**src/rtl/core/trz_div.sv**
```systemverilog
`default_nettype none
module trz_div #(
    parameter int NW = 64,
    parameter int DW = 40
) (
    input  wire logic          i_clk,
    input  wire logic          i_rst_n,
    input  wire logic          i_go,
    input  wire logic [NW-1:0] i_num,
    input  wire logic [DW-1:0] i_den,
    output logic               o_done,
    output logic [NW-1:0]      o_quo
);
    localparam int CW = $clog2(NW + 1);
    logic [NW-1:0] r_q, n_q;
    logic [DW:0]   r_rem, n_rem;
    logic [CW-1:0] r_cnt, n_cnt;
    logic          r_run, n_run;
    logic [DW:0]   w_sh;

    always_comb begin
        n_q   = r_q;
        n_rem = r_rem;
        n_cnt = r_cnt;
        n_run = r_run;
        w_sh  = {r_rem[DW-1:0], r_q[NW-1]};
        if (i_go) begin
            n_q   = i_num;
            n_rem = '0;
            n_cnt = CW'(NW);
            n_run = 1'b1;
        end else if (r_run) begin
            if (w_sh >= {1'b0, i_den}) begin
                n_rem = w_sh - {1'b0, i_den};
                n_q   = {r_q[NW-2:0], 1'b1};
            end else begin
                n_rem = w_sh;
                n_q   = {r_q[NW-2:0], 1'b0};
            end
            n_cnt = r_cnt - 1'b1;
            if (r_cnt == CW'(1)) n_run = 1'b0;
        end
    end

    always_ff @(posedge i_clk) begin
        r_q   <= n_q;
        r_rem <= n_rem;
        r_cnt <= n_cnt;
        if (!i_rst_n) r_run <= 1'b0;
        else          r_run <= n_run;
    end

    assign o_done = r_run && (r_cnt == CW'(1));
    assign o_quo  = n_q;
endmodule
`default_nettype wire

```
**config.mk**
```make
export PLATFORM = sky130hd
export DESIGN_NAME = trz_div
export DESIGN_NICKNAME = d
export VERILOG_FILES = /design/src/rtl/core/trz_div.sv
export SDC_FILE = /design/constraint.sdc
export NUM_CORES = 1
export LEC_CHECK = 0
export ABC_AREA = 1
export BUFFER_PORTS_ARGS = -buffer_cell sky130_fd_sc_hd__buf_2
export CAP_MARGIN = 20
export CORE_ASPECT_RATIO = 1.4
export CORE_MARGIN = 2
export CORE_UTILIZATION = 25
export CTS_CLUSTER_DIAMETER = 200
export DETAILED_ROUTE_END_ITERATION = 8
export HOLD_SLACK_MARGIN = 0.15
export PLACE_DENSITY = 0.49
export SLEW_MARGIN = 40
export SYNTH_ARGS = -nofsm -noshare
export SYNTH_HDL_FRONTEND = slang
export SYNTH_SLANG_ARGS = --single-unit
export TNS_END_PERCENT = 1
```
**constraint.sdc**
```tcl
create_clock -name i_clk -period 6.51 [get_ports i_clk]
set_clock_uncertainty 0.05 [all_clocks]
set_input_delay 1.953 -clock i_clk [delete_from_list [all_inputs] [get_ports i_clk]]
set_output_delay 1.953 -clock i_clk [all_outputs]
set_load 0.02 [all_outputs]
```
==> flow_summary.ini <==
[critical_path]
cp_cell_sequence = buf_2, inv_1, ha_1, nand2_1, nor2_1, nand2_1, nor2_2, nand3b_1, nand2_2, nor2_4, nand2_8, nor2_1, o21ai_0, buf_2
worst_setup_path_end_kind = output port
crit_slowest_cell = ha_1
cp_slowest_stage_delay_ns = 0.38
path_class = in -> out
cp-start-kind = primary input
cp.arrival_ns = 3.84
cp_max_fo = 5
r2r_slack_ns = 3.76
critical_path_buf_inv_count = 3
required_ns = 4.51
cp_top_family = simple AND/OR/NAND/NOR gates

[power_and_ir_drop]
peakVddDrop_v = 0.000149
power.leakage_nw = 5.56
finalPower_mw = 1.76
power.density_mw_per_mm2 = 177

[die]
top_level_ports = 172
die_area_mm2 = 0.0348
fp-row-count = 79
dieWidth_um = 158
core-area_mm2 = 0.0330
die_h_um = 220
initial_core_util_pct = 25.2

[routing]
vias_per_cell = 4.46
vias = 8972
ant_nets = 0
dr.first_iter.drc_count = 386
totalWireLength_um = 29300
wl_per_cell_um = 14.6
drc = 0
dr.pass1.iters = 5

[grt]
grt_max_degree = 86
grt_overflow = 0
grt_usage_pct = 17.2
antenna_found_initial = 3
grt_pass1_wl_um = 46300
first_global_vias = 9071

[placement]
dp_hpwl_um = 22600
dpl_cell_area_mm2 = 0.00961
numPortBuffers = 171
dp_cells = 1996
gp_congestion = 0.937

[synthesis]
ys_warn_count = 0
synth-seq-cells = 112
synth_nets = 1577
syn_inst = 1427
yosys.cell_types.count = 31
ys_seq_area_share_pct = 26.9
synth.cell_area_mm2 = 0.00834
syn_avg_cell_area_um2 = 5.84

[cts]
cts_made_buffers = 9
clk_latency_ns = 0.39
postCtsSetupRepairBufs = 0
cts-root-buf = clkbuf_16
cts_tree = built
htree_levels = 3
ctsResizeCount = 0
clock-sinks = 112
cts.reportedPaths.clkPinSlew_ns = 0.08
holdBufCountCts = 0
clockBufferDepth = 2

[cells_and_area]
layout.cells.non_filler = 2013
final_common_cell = nand2_1
syn_to_final_growth_pct = 19.1
drive_above_1_share_pct = 15.1
final_net_count = 1712
fin_area_mm2 = 0.00993
final_cell_mix = nand2_1, inv_1, nor2_1, buf_2, a21oi_1

[timing]
relSlewSlack_pct = 45.8
setup_viol = 0
finalCritPeriodShare_pct = 89.7
final-max-slew-violation-count = 0
tightest_slew_ns = 0.812
hold_violations = 0
finalSetupTns_ns = 0
max_clock_freq_mhz = 171
period_needed_ns = 5.84
rsz0062_at_grt = false

[flow_run]
cap_violations = 0

[worst_hold_path]
min_path_type = reg -> reg

[outcome]
status = complete, no violations
## cell type report
| cell class | instances | area, um^2 |
|---|---|---|
| flip-flops and latches | 112 | 2250 |
| repair buffers | 180 | 948 |
| well taps | 445 | 557 |
| clock buffers | 9 | 225 |
| diodes | 1 | 2.50 |
| fillers | 3866 | 23100 |
| inverters | 209 | 790 |
| clock inverters | 7 | 88.8 |
| multi-input cells | 1050 | 5070 |
## per-layer routing
layer / track usage (%) / routed length (um)
met2: 32.8 / 15300
met5: 0 / 30
met4: 6.22 / 809
met3: 3.83 / 1410
met1: 18.2 / 11700
## registers in the layout, summed over array words and instances (netlist names)
register,count
r_q,64
r_cnt,7
r_run,1
r_rem,40
## synth_stat cells (all sizes together)
| cell type | number | area share [%] |
|---|---|---|
| nand4 | 49 | 3.7 |
| nand3 | 87 | 5.3 |
| nand3b | 6 | 0.54 |
| nor3 | 11 | 0.72 |
| inv | 209 | 9.4 |
| a21o | 3 | 0.27 |
| clkbuf | 32 | 1.4 |
| nor2 | 197 | 9.7 |
| buf | 24 | 1.4 |
| a21oi | 161 | 9.7 |
| o21bai | 3 | 0.27 |
| xor2 | 17 | 1.8 |
| a21boi | 2 | 0.18 |
| ha | 42 | 6.3 |
| o21ai | 13 | 0.78 |
| and2 | 2 | 0.15 |
| fa | 1 | 0.24 |
| or2 | 2 | 0.15 |
| nand2 | 454 | 21 |
| dfxtp | 112 | 27 |
## cells by family (layout without fill, tap and decap cells)
| family | count (synthesis) | in the layout | synth area share [%] |
|---|---|---|---|
| AOI/OAI and AO/OA | 182 | 182 | 11.2 |
| xor gates and xnor gates | 17 | 17 | 1.79 |
| adders and majority gates | 43 | 43 | 6.54 |
| buffers and inverters | 265 | 405 | 12.2 |
| DFF | 112 | 112 | 26.9 |
| other | 0 | 1 | 0 |
| and+or+nand+nor | 808 | 808 | 41.4 |
## where the power goes
group,total [mW],switching (mW),internal (mW),leakage (nW)
clock network,0.609,0.329,0.280,0.153
registers,0.772,0.0365,0.736,0.929
logic,0.375,0.247,0.129,4.48
## metrics by stage
step                      worst slack (ns)  util, %  hold slack (ns)
after global placement               0.652     29.1            0.411
after floorplan                      0.735        -            0.395
after CTS                            0.639     30.1            0.432
final                                0.669     30.1            0.431
after detailed placement             0.627     29.1            0.416
after global routing                 0.460     30.1            0.454
## final timing paths
kind / start / to / depth (start not counted)
max: i_den[28] / o_quo[0] / 14
min: r_q[42] / r_q[42] / 2
max reg2reg: r_rem[7] / r_rem[27] / 15
min reg2reg: r_q[42] / r_q[42] / 2
## tightest hold or removal path, stage by stage, from the launching register on
cell	delay, ns
dfxtp_1	0.32
nand2_1	0.06
a21oi_1	0.07
Power figures use the tool's default switching activity.
